File: src/rtl/gfpe_pkg.sv
// Shared types, constants and field arithmetic of the GF(2^8) erasure parity encoder.
package gfpe_pkg;

  localparam int unsigned MAX_PARITY   = 16;
  localparam int unsigned MAX_SEGMENTS = 256;
  localparam int unsigned VECTOR_MAX   = 2048;
  localparam int unsigned CODE_LIMIT   = 255;

  localparam int unsigned BYTE_W   = 8;
  localparam int unsigned PIDX_W   = 4;
  localparam int unsigned SEG_W    = 8;
  localparam int unsigned OFF_W    = 11;
  localparam int unsigned DCNT_W   = 8;
  localparam int unsigned PCNT_W   = 5;
  localparam int unsigned VLEN_W   = 12;
  localparam int unsigned FUNC_W   = 2;
  localparam int unsigned STAT_W   = 2;
  localparam int unsigned CFG_IDX_W  = 2;
  localparam int unsigned CFG_DATA_W = 12;
  localparam int unsigned IN_DATA_W  = 32;
  localparam int unsigned OUT_DATA_W = 16;

  localparam logic [BYTE_W:0] FIELD_POLY = 9'h11D;

  typedef enum logic [FUNC_W-1:0] {
    FUNC_LOAD = 2'd0,
    FUNC_DATA = 2'd1,
    FUNC_READ = 2'd2
  } func_e;

  typedef enum logic [STAT_W-1:0] {
    STAT_OK      = 2'd0,
    STAT_BAD_CFG = 2'd1,
    STAT_RANGE   = 2'd2
  } status_e;

  typedef enum logic [CFG_IDX_W-1:0] {
    CFG_DATA_COUNT    = 2'd0,
    CFG_PARITY_COUNT  = 2'd1,
    CFG_VECTOR_LENGTH = 2'd2
  } cfg_idx_e;

  typedef enum logic [1:0] {
    ST_CLEAR,
    ST_IDLE,
    ST_EXEC
  } state_e;

  typedef logic [MAX_PARITY-1:0][BYTE_W-1:0] pword_t;

  typedef struct packed {
    pword_t              parity;
    pword_t              coefs;
    logic [BYTE_W-1:0]   value;
    logic [PCNT_W-1:0]   lanes;
  } mac_req_t;

  function automatic logic [BYTE_W-1:0] gf_mul(input logic [BYTE_W-1:0] a,
                                               input logic [BYTE_W-1:0] b);
    logic [BYTE_W:0]   x;
    logic [BYTE_W-1:0] acc;
    x   = {1'b0, a};
    acc = '0;
    for (int i = 0; i < BYTE_W; i++) begin
      if (b[i]) begin
        acc = acc ^ x[BYTE_W-1:0];
      end
      x = {x[BYTE_W-1:0], 1'b0};
      if (x[BYTE_W]) begin
        x = x ^ FIELD_POLY;
      end
    end
    return acc;
  endfunction

endpackage

File: src/rtl/gfpe_parity_mac.sv
// Parallel GF(2^8) multiply-accumulate over the parity lanes below lanes of one parity word; other lanes pass through.
module gfpe_parity_mac (
  input  gfpe_pkg::mac_req_t req_i,
  output gfpe_pkg::pword_t   parity_o
);
  import gfpe_pkg::*;

  always_comb begin
    for (int p = 0; p < MAX_PARITY; p++) begin
      if (PCNT_W'(p) < req_i.lanes) begin
        parity_o[p] = req_i.parity[p] ^ gf_mul(req_i.coefs[p], req_i.value);
      end else begin
        parity_o[p] = req_i.parity[p];
      end
    end
  end

endmodule

File: config.mk
export PLATFORM = sky130hd
export DESIGN_NAME = gfpe_parity_mac
export DESIGN_NICKNAME = d
export VERILOG_FILES = /design/src/rtl/gfpe_pkg.sv /design/src/rtl/gfpe_parity_mac.sv
export SDC_FILE = /design/constraint.sdc
export NUM_CORES = 1
export LEC_CHECK = 0
export BUFFER_PORTS_ARGS = -buffer_cell sky130_fd_sc_hd__buf_2
export CORE_ASPECT_RATIO = 0.75
export CORE_MARGIN = 2
export CORE_UTILIZATION = 60
export DETAILED_ROUTE_END_ITERATION = 10
export PLACE_DENSITY = 0.86
export SLEW_MARGIN = 40
export SYNTH_ARGS = -nofsm -noshare
export SYNTH_HDL_FRONTEND = slang
export SYNTH_SLANG_ARGS = --single-unit
File: constraint.sdc
create_clock -name vclk -period 3.47
set_clock_uncertainty 0.2 [all_clocks]
set_input_delay 0.694 -clock vclk [all_inputs]
set_output_delay 0.694 -clock vclk [all_outputs]
set_load 0.1 [all_outputs]
==> metrics, run 1 <==
Synth Area in Simple Gates 0.202; Post-Synth XOR/XNOR Area 0.611; most frequent cell after synthesis xnor2_1; adder-cell share of the synthesized area 0; Exit stage clock tree synthesis (4_1_cts); Synth Area per Inst 6.72 um2; Die Y 163 um; Inst Count DP 4,100; Yosys warnings 0; post-synthesis compound-gate area fraction 0.0806; Starting Density 0.607; tool error [ERROR DPL-0038] Utilization greater than 100%, impossible to legalize; # rows 58; GP Congestion 1.05; Synth Instances 3,018; Synth area leaders xnor2_1 38%, xor2_1 19%, nand2_1 15%; top post-synthesis cells by count 879 x xnor2_1, 835 x nand2_1, 440 x xor2_1; number of I/O port buffers 397; Detail Placement HPWL 83,200 um; Yosys top cell area share 0.380; mux cell area share after synthesis 0.0424; Yosys cell types 48; largest family of logic cells by synthesized area XOR/XNOR gates; boundary pin count 397; Die W 216 um; post-cts resize count 760; post-CTS setup buffers 132; Mapped Area 20,300 um2; Hold-fix buffers, CTS 0; sequential fraction of the synthesis area 0; Synth area leader xnor2_1; placed cell area 32,300 um2; status aborted with a tool error; Synth Net Count 3,287; pre-CTS setup slack -1030 ps
## per-stage QoR
| stage | hold WS [ps] | TNS, ps | utilization |
|---|---|---|---|
| floorplan | 1380 | -2670 | - |
| global placement | 1540 | -7560 | 0.967 |
| detailed placement | 1550 | -26650 | 0.967 |
## cell families after synthesis
| kind of cell | after synthesis |
|---|---|
| AO/OA/AOI/OAI | 260 |
| XOR/XNOR | 1363 |
| buffers and inverters | 277 |
| multiplexers | 81 |
| AND/OR/NAND/NOR | 1037 |
==> run 2, diff against run 1 <==
--- a/config.mk
+++ b/config.mk
@@ -6,11 +6,10 @@
 export NUM_CORES = 1
 export LEC_CHECK = 0
 export BUFFER_PORTS_ARGS = -buffer_cell sky130_fd_sc_hd__buf_2
-export CORE_ASPECT_RATIO = 0.75
 export CORE_MARGIN = 2
-export CORE_UTILIZATION = 60
+export CORE_UTILIZATION = 40
 export DETAILED_ROUTE_END_ITERATION = 10
-export PLACE_DENSITY = 0.86
+export PLACE_DENSITY_LB_ADDON = 0.15
 export SLEW_MARGIN = 40
 export SYNTH_ARGS = -nofsm -noshare
 export SYNTH_HDL_FRONTEND = slang
==> run 2 against run 1 <==
Area after synthesis is the same. Synthesized cell count is the same. The flow now finishes, with violations (negative setup slack).
==> metrics, run 2 <==
largest net degree at the start of global routing 37; worst setup path start req_i[10]; Slew Viols, Final 0; Yosys warnings 0; initial antenna violation count 6; Int Power 9010 uW; CP Buf/Inv Count 4; Crit path max-delay family XOR/XNOR gates; critical path depth in cells 11; Synth Instances 3,018; maximum clock rate 277 MHz; Remaining Overflow, GRT 0; Switching Fraction 0.580; Reg area 0 um2; Core ar. 50,100 um2; highest-count cells in the layout ignoring fill and taps 699 x nand2_1, 549 x xnor2_1, 538 x buf_4; CLK BUF 0; router iterations before antenna repair 8; Worst setup SP type primary input; Total GRT Usage 0.295; Die Y 229 um; GP Congestion 0.948; DR WL/cell 20.3 um; Die W 229 um; Worst-Margin Slew 686 ps; drt total wl 92,300 um; DR vias 24,000; Tightest Hold Check Type primary input to output pin; Crit Path Class primary input to output pin; # rows 82; tightest hold margin 1540 ps; sequential fraction of the synthesis area 0; Yosys top cell area share 0.380; Clk pwr share 0; Crit. End Element output pin; Tmin final 3610 ps; initial DRC count 1,955; setup_tns -2050 ps; die area 52,500 um2; Starting Density 0.405; Residual DRC 0; Slowest-stage cell, CP mux2i_2; commonest non-fill, non-tap cell in the layout nand2_1; Synth area leader xnor2_1; Critical Path, Cell by Cell buf_12 > inv_4 > buf_6 > mux2i_2 > xnor2_1 > a22oi_2 > xnor2_2 > xnor2_1 > nor2_2 > xor2_4 > buf_12; max incr delay on CP 290 ps; failing checks negative setup slack; setup violators final 45; Mapped Area 20,300 um2; Synth Net Count 3,287; Comb pwr share 1.000; crit path to parity_o[50]; Critical Path RT 2580 ps; Final nets 4,137; CP max FO 9; FILL cells 2,996; pwr/cell area 532 nW/um2; Util after Layout 0.804; boundary pin count 397; seq_cells 0; RSZ-0062 raised after global routing true; Synth area leaders xnor2_1 38%, xor2_1 19%, nand2_1 15%; top post-synthesis cells by count 879 x xnor2_1, 835 x nand2_1, 440 x xor2_1; VDD IR max 0.773 mV; NetSw 12,400 uW; most frequent cell after synthesis xnor2_1; status complete, but fails checks; arrival time of the worst setup path 2710 ps; leak pwr 0.0169 uW; Fin. Hold Viols 0; Max Cap Viol 0; Final ANT Viol Nets 0; relative slew slack 0.542; vias in the first global route 23,600; Synth Area per Inst 6.72 um2; share of post-route cells with drive strength above 1 0.532; Seq pwr share 0; number of I/O port buffers 397; area grow syn2layout 98.7%; DR vias/cell 5.29; Final Cycle Share 1.04; Yosys cell types 48; first-pass GRT wire length 127,000 um; Detail Placement HPWL 62,000 um; final worst slack -137 ps
## run 2: repair_timing
| item | CTS | global route |
|---|---|---|
| resized for setup | 319 | 782 |
| endpoints found under the setup margin | 124 | 128 |
| buffers inserted | 72 | 89 |
| hold buffers | 0 | 0 |
| pin swaps | 286 | 676 |
| gates cloned | 7 | 23 |
## run 2: worst min path at each step
stage	startpoint	to	slack (ps)	cells after the start
after floorplan	req_i[141]	parity_o[0]	1380	1
after global placement	req_i[144]	parity_o[3]	1540	3
after detailed placement	req_i[212]	parity_o[71]	1540	3
after CTS	req_i[212]	parity_o[71]	1550	3
after global routing	req_i[152]	parity_o[11]	1550	3
final	req_i[172]	parity_o[31]	1540	3
## run 2: logic make-up (layout without fill, tap and decap cells)
logic type / after synthesis / after routing / share of synthesized area
simple gates: 1037 / 1037 / 0.202
compound gates: 260 / 260 / 0.0806
xor+xnor: 1363 / 1363 / 0.611
other cells: 0 / 5 / 0
mux: 81 / 81 / 0.0424
buf+inv: 277 / 1125 / 0.0645
## run 2: power groups by stage
stage	Combinational [uW]	Sequential (uW)	Clock (uW)
final	21400	0	0.000194
after global routing	22200	0	0.000116
after CTS	20100	0	0
after detailed placement	19600	0	0
after global placement	19400	0	0
after floorplan	13700	0	0
## run 2: cell type report
class,instances,area [um2],area share
Antenna cell,5,12.5,0.000311
Inverter,11,52.6,0.00130
Multi-Input combinational cell,2741,27300,0.679
Tap cell,672,841,0.0209
Timing Repair Buffer,1114,12000,0.299
## run 2: metal layers
metal	up-vias	global-route usage	part of all wire
met2	1160	0.529	0.51
met4	6	0.0933	0.042
met1	11700	0.374	0.38
met3	262	0.0245	0.070
met5	-	0	0.00050
li1	10900	-	-
## run 2: metrics by stage
step | worst slack (ps) | area [um2] | power, uW | instances
after floorplan | -249 | 25300 | 13700 | 3018
after global placement | -345 | 32700 | 19400 | 4357
after detailed placement | -280 | 32700 | 19600 | 4357
after CTS | -83.6 | 35000 | 20100 | 4434
after global routing | -224 | 40300 | 22200 | 4541
final | -137 | 40300 | 21400 | 4543
Note: power is estimated with default switching activity, not from simulation.
==> run 3, diff against run 2 <==
--- a/config.mk
+++ b/config.mk
@@ -9,7 +9,6 @@
 export CORE_MARGIN = 2
 export CORE_UTILIZATION = 40
 export DETAILED_ROUTE_END_ITERATION = 10
-export PLACE_DENSITY_LB_ADDON = 0.15
 export SLEW_MARGIN = 40
 export SYNTH_ARGS = -nofsm -noshare
 export SYNTH_HDL_FRONTEND = slang
==> run 3 against run 2 <==
Routed wire length shrank 5.2%. Critical path type unchanged. The flow still finishes with violations (negative setup slack). Die area stayed put. Power decreased by 1.5%. Critical path depth unchanged. Non-clock buffer count is 15 lower. Sequential cell count is the same. Largest cell class unchanged. Via count shrank 1.5%. Clock-buffer cell count stayed put. Setup slack worse by 21 ps. Final cell count decreased by 0.35%. Utilization shrank 1.7 points. Cell area down 2.2%.
==> metrics, run 3 (synthesized netlist as in run 2, its figures left out) <==
pwr/cell area 536 nW/um2; die area 52,500 um2; Core ar. 50,100 um2; Worst-Margin Slew 698 ps; CLK BUF 0; seq_cells 0; largest net degree at the start of global routing 52; router iterations before antenna repair 6; Hold-fix buffers, CTS 0; DR vias 23,700; boundary pin count 397; number of I/O port buffers 397; highest-count cells in the layout ignoring fill and taps 710 x nand2_1, 590 x xnor2_1, 529 x buf_4; RSZ-0062 raised after global routing true; failing checks negative setup slack; Total GRT Usage 0.295; commonest non-fill, non-tap cell in the layout nand2_1; arrival time of the worst setup path 2730 ps; Starting Density 0.405; leak pwr 0.0164 uW; Final Cycle Share 1.05; Max Cap Viol 0; share of post-route cells with drive strength above 1 0.513; max incr delay on CP 460 ps; Crit. End Element output pin; Slowest-stage cell, CP xnor3_1; Fin. Hold Viols 0; maximum clock rate 276 MHz; pre-CTS setup slack -317 ps; non-filler cells, final 4,527; Die W 229 um; Worst setup SP type primary input; Remaining Overflow, GRT 0; Hold Path Sink parity_o[90]; Tmin final 3630 ps; initial DRC count 1,659; Hold Startpoint req_i[231]; area grow syn2layout 94.4%; design area 39,400 um2; Detail Placement HPWL 61,900 um; VDD IR max 1.01 mV; Hold Path Depth 3; Tightest Hold Check Type primary input to output pin; initial antenna violation count 7; Crit path max-delay family XOR/XNOR gates; setup_tns -1740 ps; Slew Viols, Final 0; Reg area 0 um2; GP Congestion 0.925; total power 21,100 uW; vias in the first global route 23,100; Final ANT Viol Nets 0; first-pass GRT wire length 126,000 um; Critical Path, Cell by Cell buf_8 > buf_6 > xor2_4 > buf_4 > xnor2_1 > nand2_1 > xnor2_1 > xnor3_1 > nor2_4 > xor2_4 > buf_12; CP Buf/Inv Count 4; # rows 82; Final nets 4,122; Critical Path RT 2580 ps; DR vias/cell 5.23; Die Y 229 um; Inst Count DP 4,369; final worst slack -158 ps; drt total wl 87,400 um; status complete, but fails checks; Residual DRC 0; setup violators final 44; DR WL/cell 19.3 um; relative slew slack 0.534; placed cell area 32,900 um2; Crit Path Class primary input to output pin; CP max FO 3
[run 3: changes by cell type in the layout (fill, tap and decap cells not counted), sizes merged]
| cell | before | now |
|---|---|---|
| clkinvlp | 1 | 0 |
| clkbuf | 34 | 23 |
| buf | 1079 | 1073 |
| bufbuf | 1 | 3 |
| diode | 5 | 4 |
| inv | 10 | 11 |
[run 3: power by group]
group	internal, uW	switching [uW]
sequential	0	0
clock	0.000155	0
combinational	8860	12300
[run 3: repair_timing]
action / in CTS / in global routing
pin swaps: 411 / 586
buffers inserted: 62 / 86
setup endpoints to repair: 126 / 128
cloned: 11 / 10
gates resized for setup: 379 / 594
[run 3: worst max-delay path by stage]
stage,from,cells past startpoint,end
after floorplan,req_i[36],9,parity_o[20]
after global placement,req_i[10],10,parity_o[75]
after detailed placement,req_i[10],10,parity_o[75]
after CTS,req_i[87],11,parity_o[75]
after global routing,req_i[106],11,parity_o[91]
final,req_i[106],11,parity_o[91]
[run 3: routing by layer]
metal | routed length, um | track usage | share of wire | vias up
met3 | 5960 | 0.0300 | 0.068 | 303
li1 | - | - | - | 10900
met5 | 46 | 0 | 0.00053 | -
met2 | 43100 | 0.514 | 0.49 | 1027
met4 | 4150 | 0.0891 | 0.047 | 8
met1 | 34100 | 0.384 | 0.39 | 11400
[run 3: final cells by class]
class / count / area (um2)
Timing Repair Buffer: 1099 / 11800
Tap cell: 672 / 841
Antenna cell: 4 / 10.0
Inverter: 11 / 56.3
Fill cell: 3210 / 10700
Multi-Input combinational cell: 2741 / 26700
[run 3: metrics by stage]
step | hold WS [ps] | utilization
detailed placement | 1550 | 0.656
CTS | 1540 | 0.710
global route | 1550 | 0.787
floorplan | 1380 | -
global placement | 1540 | 0.656
finish | 1540 | 0.787
[run 3: tightest hold or removal path, cell delays in order]
cell	delay (ps)
buf_2	120
xor2_4	70
buf_12	160
